--- src/cabf_pkg.sv ---
`default_nettype none
package cabf_pkg;

  localparam int unsigned QUEUE_SLOTS = 256;
  localparam int unsigned IDX_W       = $clog2(QUEUE_SLOTS);
  localparam int unsigned CNT_W       = IDX_W + 1;
  localparam int unsigned MAX_VICTIMS = 63;
  localparam int unsigned VIC_W       = $clog2(MAX_VICTIMS + 1);
  localparam int unsigned EVIC_W      = 22;
  localparam int unsigned DIV_STEPS   = 32;
  localparam int unsigned DIV_CNT_W   = $clog2(DIV_STEPS);

  // Result event codes.
  localparam logic [2:0] EV_ENQUEUED = 3'd0;
  localparam logic [2:0] EV_DROPPED  = 3'd1;
  localparam logic [2:0] EV_EVICTED  = 3'd2;
  localparam logic [2:0] EV_DEQUEUED = 3'd3;
  localparam logic [2:0] EV_EMPTY    = 3'd4;

  // Request commands.
  localparam logic CMD_ENQ = 1'b0;
  localparam logic CMD_DEQ = 1'b1;

  // Network layer kinds.
  localparam logic [1:0] L3_IPV4 = 2'd1;
  localparam logic [1:0] L3_IPV6 = 2'd2;

  // Configuration register indexes.
  localparam logic [2:0] REG_BYTE_LIMIT    = 3'd0;
  localparam logic [2:0] REG_QUEUE_CONTROL = 3'd1;
  localparam logic [2:0] REG_ROUND_UNIT    = 3'd2;
  localparam logic [2:0] REG_CONTROL_MODE  = 3'd3;

  localparam logic [31:0] BYTE_LIMIT_RST = 32'd1500000;
  localparam logic [15:0] ROUND_UNIT_RST = 16'd1500;
  localparam logic [7:0]  MARK_BIT       = 8'h04;

  typedef struct packed {
    logic load;      // latch the accepted request
    logic rd_en;     // read the descriptor memories
    logic rd_victim; // read at the marked tail instead of the queue head
    logic div_step;
    logic thr;
    logic decide;
    logic evict;
    logic finish;
    logic deq;
    logic empty;
  } cabf_cmd_t;

  typedef struct packed {
    logic mode1;
    logic pkt_zero;
    logic evict_path;
    logic evict_more;
    logic out_room;
  } cabf_sts_t;

endpackage
`default_nettype wire

--- src/cabf_ctrl.sv ---
`default_nettype none
module cabf_ctrl import cabf_pkg::*; (
  input  logic      clk,
  input  logic      rst_n,
  input  logic      in_valid,
  input  logic      in_cmd,
  output logic      in_stall,
  input  cabf_sts_t sts,
  output cabf_cmd_t cmd
);

  typedef enum logic [8:0] {
    S_IDLE   = 9'b000000001,
    S_DIV    = 9'b000000010,
    S_THR    = 9'b000000100,
    S_DECIDE = 9'b000001000,
    S_VCHK   = 9'b000010000,
    S_VEXE   = 9'b000100000,
    S_ADMIT  = 9'b001000000,
    S_DEQ    = 9'b010000000,
    S_EMPTY  = 9'b100000000
  } state_t;

  state_t               state_r, state_nxt;
  logic [DIV_CNT_W-1:0] div_cnt_r;
  logic [VIC_W-1:0]     vic_r;
  logic                 accept;
  logic                 more_victims;

  assign accept       = (state_r == S_IDLE) && in_valid;
  assign in_stall     = (state_r != S_IDLE);
  assign more_victims = sts.evict_more && (vic_r < VIC_W'(MAX_VICTIMS));

  always_comb begin
    state_nxt = state_r;
    cmd       = '0;
    case (state_r)
      S_IDLE: begin
        cmd.rd_en = 1'b1;
        cmd.load  = in_valid;
        if (in_valid) begin
          if (in_cmd == CMD_DEQ) begin
            state_nxt = sts.pkt_zero ? S_EMPTY : S_DEQ;
          end else begin
            state_nxt = sts.mode1 ? S_DIV : S_THR;
          end
        end
      end
      S_DIV: begin
        cmd.div_step = 1'b1;
        if (div_cnt_r == DIV_CNT_W'(DIV_STEPS - 1)) begin
          state_nxt = S_THR;
        end
      end
      S_THR: begin
        cmd.thr   = 1'b1;
        state_nxt = S_DECIDE;
      end
      S_DECIDE: begin
        cmd.decide = 1'b1;
        state_nxt  = sts.evict_path ? S_VCHK : S_ADMIT;
      end
      S_VCHK: begin
        cmd.rd_en     = 1'b1;
        cmd.rd_victim = 1'b1;
        state_nxt     = more_victims ? S_VEXE : S_ADMIT;
      end
      S_VEXE: begin
        cmd.evict = sts.out_room;
        if (sts.out_room) begin
          state_nxt = S_VCHK;
        end
      end
      S_ADMIT: begin
        cmd.finish = sts.out_room;
        if (sts.out_room) begin
          state_nxt = S_IDLE;
        end
      end
      S_DEQ: begin
        cmd.deq = sts.out_room;
        if (sts.out_room) begin
          state_nxt = S_IDLE;
        end
      end
      S_EMPTY: begin
        cmd.empty = sts.out_room;
        if (sts.out_room) begin
          state_nxt = S_IDLE;
        end
      end
      default: begin
        state_nxt = S_IDLE;
      end
    endcase
  end

  always_ff @(posedge clk) begin
    if (!rst_n) begin
      state_r   <= S_IDLE;
      div_cnt_r <= '0;
      vic_r     <= '0;
    end else begin
      state_r <= state_nxt;
      if (accept) begin
        div_cnt_r <= '0;
        vic_r     <= '0;
      end else begin
        if (cmd.div_step) begin
          div_cnt_r <= div_cnt_r + 1'b1;
        end
        if (cmd.evict) begin
          vic_r <= vic_r + 1'b1;
        end
      end
    end
  end

endmodule
`default_nettype wire

--- config.mk ---
export PLATFORM = sky130hd
export DESIGN_NAME = cabf_ctrl
export DESIGN_NICKNAME = d
export VERILOG_FILES = /design/src/cabf_pkg.sv /design/src/cabf_ctrl.sv
export SDC_FILE = /design/constraint.sdc
export NUM_CORES = 1
export LEC_CHECK = 0
export BUFFER_PORTS_ARGS = -buffer_cell sky130_fd_sc_hd__buf_2
export CORE_MARGIN = 10
export CORE_UTILIZATION = 35
export DETAILED_ROUTE_END_ITERATION = 7
export PLACE_DENSITY = 0.6
export SKIP_LAST_GASP = 1
export SYNTH_ARGS = -nofsm -noshare
export SYNTH_HDL_FRONTEND = slang
export SYNTH_SLANG_ARGS = --single-unit
--- constraint.sdc ---
create_clock -name clk -period 2.6 [get_ports clk]
set_clock_uncertainty 0.1 [all_clocks]
set_input_delay 0.52 -clock clk [delete_from_list [all_inputs] [get_ports clk]]
set_output_delay 0.52 -clock clk [all_outputs]
set_load 0.005 [all_outputs]
# Word-level counts from Yosys, hierarchy flattened
# Cells that the tools add are included.
dict set report word_totals {
  elab_cells 48
  output_inout_bits 11
  ff_bits 20
  inputBits 9
}
dict set report op_classes {
  n_mux 20
  add_sub_neg 2
  eq_ne 15
  reduce_logical 6
  n_bitwise 1
  magnitude_cmp 1
}
# operator count
set ops {}
lappend ops {{$pmux 9 s7} 1}
lappend ops {{$mux 9} 6}
lappend ops {{$mux 7} 2}
lappend ops {{$mux 1} 10}
lappend ops {{$eq 9x1->1 const B} 1}
lappend ops {{$eq 9x2->1 const B} 1}
lappend ops {{$eq 9x3->1 const B} 1}
lappend ops {{$eq 9x4->1 const B} 1}
lappend ops {{$eq 9x5->1 const B} 1}
lappend ops {{$eq 9x6->1 const B} 1}
lappend ops {{$eq 9x7->1 const B} 1}
lappend ops {{$eq 9x8->1 const B} 1}
lappend ops {{$eq 9x9->1 const B} 1}
lappend ops {{$ne 9x1->1 const B} 1}
lappend ops {{$add 6x1->6 const B} 1}
lappend ops {{$lt 6x6->1 const B} 1}
lappend ops {{$ne 2x2->1 const B} 3}
lappend ops {{$add 5x1->5 const B} 1}
lappend ops {{$eq 5x5->1 const B} 1}
lappend ops {{$reduce_and 4->1} 1}
lappend ops {{$reduce_or 2->1} 2}
lappend ops {{$mux 3} 1}
lappend ops {{$reduce_or 3->1} 1}
lappend ops {{$logic_and 1x1->1} 2}
lappend ops {{2 further kinds} 2}

# Logic depth before layout (Yosys ltp)
# Gate-level depths: netlist (run 1).
dict set report depth {
  word_depth 4
  depth_mapped 7
  mapped_depth_nobuf 7
}

# Least setup slack after synthesis (run 1)
# Ideal clock, no wire load.
dict set report synth_path {
  kind {register -> output}
  startpoint {reg state_r[5]}
  endpoint {out cmd[9] (netlist bit)}
  path_stages_with_launch 7
  arrival_time_ns 1.672
  path_buffers 3
  slack_ns 0.308
  required_ns 1.980
  cell_sequence {dfxtp_1 buf_6 or4_4 or3_1 buf_6 nor2_1 buf_4}
}
# item line
set synth_rtl {}
lappend synth_rtl {{start, declared} cabf_ctrl.sv:24} ;# state_t state_r, state_nxt;
lappend synth_rtl {{start signal, assigned} cabf_ctrl.sv:104} ;# state_r <= state_nxt;
lappend synth_rtl {{end, declared} cabf_ctrl.sv:9} ;# output cabf_cmd_t cmd

==> flow_metrics.env, run 1 <==
export IMPL_finalPower_uw=828.4
export IMPL_fmax_mhz=396.2
export IMPL_hp_start="sts[2]"
export IMPL_nNetsFinal=169
export IMPL_leakage_nw=0.5454
export IMPL_use_met2=0.1468
export IMPL_num_rows=20
export IMPL_fin_crit_ns=2.524
export IMPL_htreeDepth=1
export IMPL_dp_hpwl_um=2082
export IMPL_wl_um=2639
export IMPL_grt_pass1_wl_um=4395
export IMPL_layout_drive_gt1_share=0.2372
export IMPL_dieHeight_um=77.72
export IMPL_gp_congestion=0.8093
export IMPL_grt_max_degree=13
export IMPL_power_density_nw_per_um2=611.9
export IMPL_wl_per_cell_um=13.20
export IMPL_antenna_found_initial=0
export IMPL_synth_avg_cell_area_um2=8.450
export IMPL_startpoint="state_r[5]"
export IMPL_ir_worst_vdd_mv=0.2753
export IMPL_cp_required_ns=1.98
export IMPL_root_buffer="clkbuf_4"
export IMPL_hold_viol=0
export IMPL_rsz0062_at_grt="no"
export IMPL_initial_core_util=0.3728
export IMPL_coreArea_um2=3128
export IMPL_grt_pass1_vias=997
export IMPL_yosysTopAreaCell="dfxtp_1"
export IMPL_netlist_top_cells_area="dfxtp_1 34%, nor2_1 6.4%, mux2i_1 5.2%"
export IMPL_r2r_slack_ns=0.50
export IMPL_finalSetupTns_ns=0
export IMPL_synth_seq_area_share=0.3433
export IMPL_end_kind="output port"
export IMPL_drt_iter0_markers=50
export IMPL_setup_violations_final=0
export IMPL_grt_usage=0.08613
export IMPL_drcViolationCount=0
export IMPL_worstSetupPathType="reg2out"
export IMPL_vias_per_cell=5.160
export IMPL_clk_pin_slew_ns=0.13
export IMPL_hold_class="in2reg"
export IMPL_synth_area_um2=1166
export IMPL_max_cap_violations=0
export IMPL_die_x_um=77.72
export IMPL_r2r_start="state_r[5]"
export IMPL_min_period_over_period=0.9707
export IMPL_grt_overflow=0
export IMPL_dieArea_um2=6040
export IMPL_max_slew_margin=0.5276
export IMPL_cp_max_fo=9
export IMPL_cts_tree="done"
export IMPL_worstSetupStartpointType="register"
export IMPL_status="completed"
export IMPL_dr_pass1_iters=4
export IMPL_nFillCells=333
export IMPL_ys_warn_count=0
export IMPL_cts_buffers=3
export IMPL_drv_slew=0
export IMPL_diodes=0
export IMPL_arrival_ns=1.90
export IMPL_grt_use_met1=0.09612
export IMPL_cts_sinks=20
export IMPL_synth_distinct_cells=39
export IMPL_port_buffers=19
export IMPL_busiest_layer="met2"
export IMPL_synth_top_area_share=0.3433
export IMPL_clk_latency_ns=0.31
export IMPL_vias=1032
export IMPL_use_met3=0.03571
export IMPL_layout_area_overhead_vs_synth_pct=16.09
export IMPL_syn_num_nets=150
export IMPL_synth_cells=138
export IMPL_ant_nets=0
export IMPL_ys_seq_elements=20
export IMPL_io_pins=20
export IMPL_clk_path_buf_depth=2
export IMPL_tightest_slew_ns=0.7059
## timing repair
item	4_1_cts	5_1_grt
pin swaps	0	2
resized for setup	2	2
buffers inserted	0	1
hold endpoints to repair	0	0
setup endpoints to repair	4	5
hold buffers	0	0
## critical path, stage by stage, from the launching register on
cell and delay [ns]:
dfxtp_2 0.38, or4_4 0.58, or3_4 0.41, nor2_1 0.10
buf_2 0.12
## synthesized netlist by cell type, drive strengths merged
cell type,n
a21oi,3
or4,1
nor3,7
nor3b,4
o311ai,1
o22ai,1
nor4bb,2
and3,2
nor2,20
or3,3
nor4,1
inv,4
mux2i,6
o21ai,3
xnor2,6
nand4,1
buf,6
and2,1
a211oi,1
nand2b,2
clkbuf,3
ha,3
a2bb2oi,1
dfxtp,20
nand2,11
nand3,6
xor2,3
nor4b,4
nand3b,3
a222oi,1
o31ai,1
o21a,1
nor2b,5
o221ai,1
## stage by stage
stage            util  cells  setup WS, ns  area (um^2)  hold slack, ns
2_1_floorplan       -    138        0.3084         1166          0.3671
3_3_place_gp   0.4084    195        0.2568         1277          0.3846
3_5_place_dp   0.4084    195        0.2169         1277          0.4027
4_1_cts        0.4272    199      0.004646         1336          0.3418
5_1_grt        0.4328    200       0.01215         1354          0.3522
6_report       0.4328    200       0.07612         1354          0.3458
## layout make-up
cell class	instances	area (um^2)	area share
Inverter	4	15.01	0.01109
Timing Repair Buffer	23	125.1	0.09242
Tap cell	44	55.05	0.04067
Clock buffer	3	22.52	0.01664
Multi-Input combinational cell	105	704.4	0.5203
Clock inverter	1	30.03	0.02218
Sequential cell	20	401.6	0.2967
## state kept, by name, indices dropped and copies added (netlist names)
| name | flops |
|---|---|
| state_r | 9 |
| div_cnt_r | 5 |
| vic_r | 6 |
## worst paths after layout
kind | depth (start not counted) | end
worst min-delay path | 3 | state_r[4]
worst max register to register | 4 | vic_r[3]
worst max-delay path | 4 | cmd[9]
worst min register to register | 2 | div_cnt_r[4]
## metal layers
metal,share of wire,vias to the layer above
met5,0,-
met4,0.017,0
met3,0.058,6
met2,0.49,20
met1,0.43,486
li1,-,520
## cell families after synthesis
kind of cell               share of synthesized area
buffers and inverters                        0.06544
DFF                                           0.3433
xor gates and xnor gates                     0.06760
adders and majority gates                    0.03219
AOI/OAI and AO/OA                            0.08478
and+or+nand+nor                               0.3552
muxes                                        0.05150
## power by group
| part | switching, mW | internal, mW | leakage, nW |
|---|---|---|---|
| clock network | 0.107 | 0.156 | 0.0279 |
| registers | 0.0195 | 0.319 | 0.162 |
| logic | 0.127 | 0.101 | 0.355 |
## cell usage in the layout (no fill, tap or decap), drive strengths merged, types with 4 or more instances in the layout
cell / n
nand3: 6
nor2: 20
xnor2: 6
mux2i: 6
nor3b: 4
dfxtp: 20
nor2b: 5
nor3: 7
nand2: 11
inv: 4
buf: 23
nor4b: 4
(Power assumes the default switching activity.)
==> inputs of run 2 (changes only) <==
Settings changed: PLACE_DENSITY 0.6 to 0.62.
Clock period 2.6 ns to 2.3 ns, I/O delays scaled along.
==> run 2 against run 1 <==
- the flow now finishes with violations (setup timing)
- count of clock-buffer cells in the layout is the same
- global-route usage increased by 1.3 points
- die area unchanged
- combinational power increased by 52%
- sequential share of layout area is 2.2 points lower
- critical endpoint unchanged
- largest power group unchanged
==> flow_metrics.env, run 2 (synthesis gave the netlist of run 1 again) <==
export IMPL_vias_per_cell=5.095
export IMPL_violations="setup timing"
export IMPL_critPathMaxStageDelay_ns=0.55
export IMPL_max_slew_margin=0.7414
export IMPL_cp_required_ns=1.74
export IMPL_ant_nets=0
export IMPL_fin_crit_ns=2.353
export IMPL_finalSetupTns_ns=-0.1384
export IMPL_end_kind="output port"
export IMPL_ir_worst_vdd_mv=0.3455
export IMPL_tightest_slew_ns=0.3826
export IMPL_htreeDepth=1
export IMPL_power_density_nw_per_um2=607.8
export IMPL_cts_sinks=20
export IMPL_wl_um=2831
export IMPL_nFillCells=317
export IMPL_largestRegisters="state_r (9), vic_r (6), div_cnt_r (5)"
export IMPL_top_register="state_r"
export IMPL_grt_overflow=0
export IMPL_clk_latency_ns=0.30
export IMPL_cts_tree="done"
export IMPL_status="complete, but fails checks"
export IMPL_clk_pin_slew_ns=0.12
export IMPL_crit_slowest_cell="or4_4"
export IMPL_cts_hold_buffers_added=0
export IMPL_setup_ws_ns=-0.05341
export IMPL_port_buffers=19
export IMPL_nNetsFinal=180
export IMPL_dr_pass1_iters=4
export IMPL_min_period_over_period=1.023
export IMPL_clk_path_buf_depth=2
export IMPL_hold_viol=0
export IMPL_grt_usage=0.09925
export IMPL_root_buffer="clkbuf_4"
export IMPL_num_rows=20
export IMPL_grt_pass1_wl_um=5043
export IMPL_dp_hpwl_um=2175
export IMPL_r2r_slack_ns=0.28
export IMPL_drv_slew=0
export IMPL_max_cap_violations=0
export IMPL_diodes=0
export IMPL_grt_max_degree=12
export IMPL_vias=1070
export IMPL_worstSetupPathType="reg2out"
export IMPL_worstPathCellList="or4_4 -> or3_4 -> nor2_1 -> buf_2"
export IMPL_io_pins=20
export IMPL_layout_area_overhead_vs_synth_pct=25.43
export IMPL_die_x_um=77.72
export IMPL_arrival_ns=1.79
export IMPL_mostFrequentLayoutCells="19 x nor2_1, 19 x dfxtp_1, 17 x buf_2"
export IMPL_wl_per_cell_um=13.48
export IMPL_coreArea_um2=3128
export IMPL_fin_util=0.4676
export IMPL_antenna_found_initial=0
export IMPL_timing_hold_ws_ns=0.2930
export IMPL_setup_violations_final=4
export IMPL_drt_iter0_markers=70
export IMPL_rsz0062_at_grt="yes"
export IMPL_fmax_mhz=424.9
export IMPL_dieHeight_um=77.72
export IMPL_initial_core_util=0.3728
export IMPL_largest_reg_flops=9
export IMPL_drcViolationCount=0
export IMPL_gp_congestion=0.8590
export IMPL_leakage_nw=0.5992
export IMPL_hold_class="in2reg"
export IMPL_grt_pass1_vias=1108
export IMPL_layout_drive_gt1_share=0.3313
export IMPL_worstSetupStartpointType="register"
export IMPL_cts_buffers=3
export IMPL_cp_max_fo=5
export IMPL_dieArea_um2=6040
## run 2: per-stage QoR
stage	power, mW	area [um^2]	worst slack (ns)	instances
floorplan	0.5880	1166	0.06844	138
global placement	0.6523	1353	0.09738	205
detailed placement	0.6563	1353	0.08099	205
CTS	0.8532	1411	-0.06040	210
global route	0.9572	1463	-0.1416	210
finish	0.8890	1463	-0.05341	210
## run 2: metal layers
layer / routed length (um) / track usage / vias up
li1: - / - / 542
met1: 1346 / 0.1178 / 499
met2: 1310 / 0.1658 / 25
met3: 140 / 0.03341 / 4
met4: 34 / 0.02737 / 0
met5: 0 / 0 / -
## run 2: worst paths after layout
kind / from / to / cells past startpoint
worst min-delay path: sts[2] / state_r[4] / 3
worst min register to register: div_cnt_r[4] / div_cnt_r[4] / 2
worst max register to register: state_r[6] / vic_r[4] / 6
worst max-delay path: state_r[6] / cmd[9] / 4
## run 2: final cells by class
| class | count | area, um^2 | area share |
|---|---|---|---|
| Clock buffer | 3 | 22.52 | 0.01540 |
| Multi-Input combinational cell | 105 | 748.2 | 0.5115 |
| Inverter | 4 | 15.01 | 0.01027 |
| Timing Repair Buffer | 34 | 220.2 | 0.1506 |
| Tap cell | 44 | 55.05 | 0.03764 |
| Sequential cell | 20 | 401.6 | 0.2746 |
## run 2: what timing repair did
item,4_1_cts,5_1_grt
buffers inserted,2,0
gates resized for setup,5,10
pin swaps,5,1
endpoints found under the setup margin,6,10
## run 2: report_power, final
part           switching, mW  internal (mW)  total, mW  leakage (nW)
logic                  0.176          0.171      0.346         0.423
clock network          0.105         0.0610      0.166        0.0138
registers             0.0165          0.360      0.377         0.162
total                  0.297          0.592      0.889         0.599
## run 2: worst max-delay path: cells and delay by family (launching register included)
kind                   cells  cell delay (ns)
and+or+nand+nor            3             1.03
DFF                        1             0.35
buffers and inverters      1             0.11
==> inputs of run 3 (changes only) <==
Settings changed: CELL_PAD_IN_SITES_DETAIL_PLACEMENT set to 2, CELL_PAD_IN_SITES_GLOBAL_PLACEMENT set to 2, CORE_UTILIZATION 35 to 29, PLACE_DENSITY 0.62 to 0.79, TNS_END_PERCENT set to 20.
==> run 3 against run 2 <==
- the flow still finishes with violations (setup timing)
- core utilization fell by 7.9 points
- sequential share of layout area barely moved
- count of clock-buffer cells in the layout did not move
- final cell count rose by 3.3%
- register-to-register slack got worse by 0.02 ns
- non-clock buffer count rose by 3
- combinational power fell by 5.8%
- first-iteration DRC count fell by 43%
- clock power rose by 41%
- critical path type unchanged
- critical endpoint unchanged
- largest cell class unchanged
- largest power group unchanged
==> flow_metrics.env, run 3 (synthesis gave the netlist of run 1 again) <==
export IMPL_status="complete, but fails checks"
export IMPL_violations="setup timing"
export IMPL_drt_iter0_markers=40
export IMPL_mostFrequentLayoutCells="20 x nor2_1, 19 x dfxtp_1, 19 x buf_2"
export IMPL_antenna_found_initial=0
export IMPL_clk_pin_slew_ns=0.07
export IMPL_max_slew_margin=0.6901
export IMPL_min_period_over_period=1.012
export IMPL_coreArea_um2=3771
export IMPL_cts_buffers=3
export IMPL_vias=1134
export IMPL_ir_worst_vdd_mv=0.3868
export IMPL_drv_slew=0
export IMPL_initial_core_util=0.3092
export IMPL_ant_nets=0
export IMPL_layout_area_overhead_vs_synth_pct=25.54
export IMPL_r2r_cells=7
export IMPL_worstSetupStartpointType="register"
export IMPL_port_buffers=19
export IMPL_endpoint="cmd[9]"
export IMPL_grt_overflow=0
export IMPL_nNetsFinal=183
export IMPL_top_register="state_r"
export IMPL_rsz0062_at_grt="yes"
export IMPL_cts_tree="done"
export IMPL_place_area_um2=1365
export IMPL_setup_violations_final=1
export IMPL_power_density_nw_per_um2=637.7
export IMPL_r2r_slack_ns=0.26
export IMPL_cp_required_ns=1.74
export IMPL_die_x_um=83.41
export IMPL_layout_drive_gt1_share=0.3077
export IMPL_cts_sinks=20
export IMPL_grt_pass1_wl_um=6423
export IMPL_grt_usage=0.1102
export IMPL_worstSetupPathType="reg2out"
export IMPL_diodes=0
export IMPL_tightest_slew_ns=0.4584
export IMPL_startpoint="state_r[5]"
export IMPL_fin_crit_ns=2.328
export IMPL_largestRegisters="state_r (9), vic_r (6), div_cnt_r (5)"
export IMPL_fmax_mhz=429.6
export IMPL_dr_pass1_iters=4
export IMPL_arrival_ns=1.77
export IMPL_max_cap_violations=0
export IMPL_grt_pass1_vias=1272
export IMPL_r2r_start="state_r[5]"
export IMPL_hold_viol=0
export IMPL_clk_latency_ns=0.26
export IMPL_vias_per_cell=5.226
export IMPL_dp_hpwl_um=2979
export IMPL_dieHeight_um=83.41
export IMPL_r2r_end="div_cnt_r[3]"
export IMPL_leakage_nw=0.6128
export IMPL_hold_class="in2reg"
export IMPL_timing_hold_ws_ns=0.3627
export IMPL_drcViolationCount=0
export IMPL_postLayoutCellArea_um2=1464
export IMPL_io_pins=20
export IMPL_wl_per_cell_um=17.06
export IMPL_num_rows=22
export IMPL_dieArea_um2=6957
export IMPL_cp_max_fo=5
export IMPL_post_place_ws_ns=0.1384
export IMPL_grt_max_degree=12
export IMPL_wl_um=3703
export IMPL_clk_path_buf_depth=2
export IMPL_finalPower_uw=933.5
export IMPL_end_kind="output port"
export IMPL_final_common_cell="nor2_1"
export IMPL_gp_congestion=0.8055
export IMPL_setup_ws_ns=-0.02792
export IMPL_whs_path_depth=3
export IMPL_largest_reg_flops=9
export IMPL_htreeDepth=1
export IMPL_root_buffer="clkbuf_8"
==> run 3: worst min path at each step <==
| stage | startpoint | end | slack (ns) |
|---|---|---|---|
| global placement | div_cnt_r[4] | div_cnt_r[4] | 0.39 |
| detailed placement | div_cnt_r[4] | div_cnt_r[4] | 0.40 |
| CTS | sts[2] | state_r[4] | 0.36 |
| floorplan | div_cnt_r[4] | div_cnt_r[4] | 0.37 |
| finish | sts[2] | state_r[4] | 0.36 |
| global route | sts[2] | state_r[4] | 0.37 |
==> run 3: routing by layer <==
layer  wire length, um  global-route usage  share of wire  vias up
met4                34             0.03177         0.0092        0
li1                  -                   -              -      546
met1              1541              0.1163           0.42      566
met3               152             0.03516          0.041        4
met5                 0                   0              0        -
met2              1975              0.2025           0.53       18
==> run 3: cell type report <==
cell class	count	area [um^2]
clock buffers	3	41.29
flip-flops and latches	20	401.6
well taps	48	60.06
inverters	4	15.01
fillers	439	2307
multi-input cells	105	715.7
repair buffers	37	230.2
==> run 3: critical path, cell delays in order, from the launching register on <==
cell and delay (ns):
dfxtp_2 0.32, or4_4 0.55, or3_4 0.38, nor2_1 0.12
buf_2 0.13
==> run 3: what timing repair did <==
item                                    in CTS  in global routing
endpoints found under the setup margin      10                  9
buffers inserted                             2                  2
hold buffers                                 0                  0
pin swaps                                    3                  3
resized for setup                            3                  3
==> run 3: metrics by stage <==
step	std cells	utilization	TNS, ns
finish	217	0.3882	-0.02792
global route	217	0.3882	-0.8422
floorplan	138	-	0
global placement	210	0.3620	0
detailed placement	210	0.3620	0
CTS	215	0.3812	-0.2307
==> run 3: where the power goes <==
part           internal, mW  switching (mW)  total, mW  leakage, nW
logic                 0.148           0.178      0.326        0.429
registers             0.360          0.0133      0.374        0.162
clock network         0.117           0.117      0.234       0.0216
total                 0.625           0.309      0.933        0.613
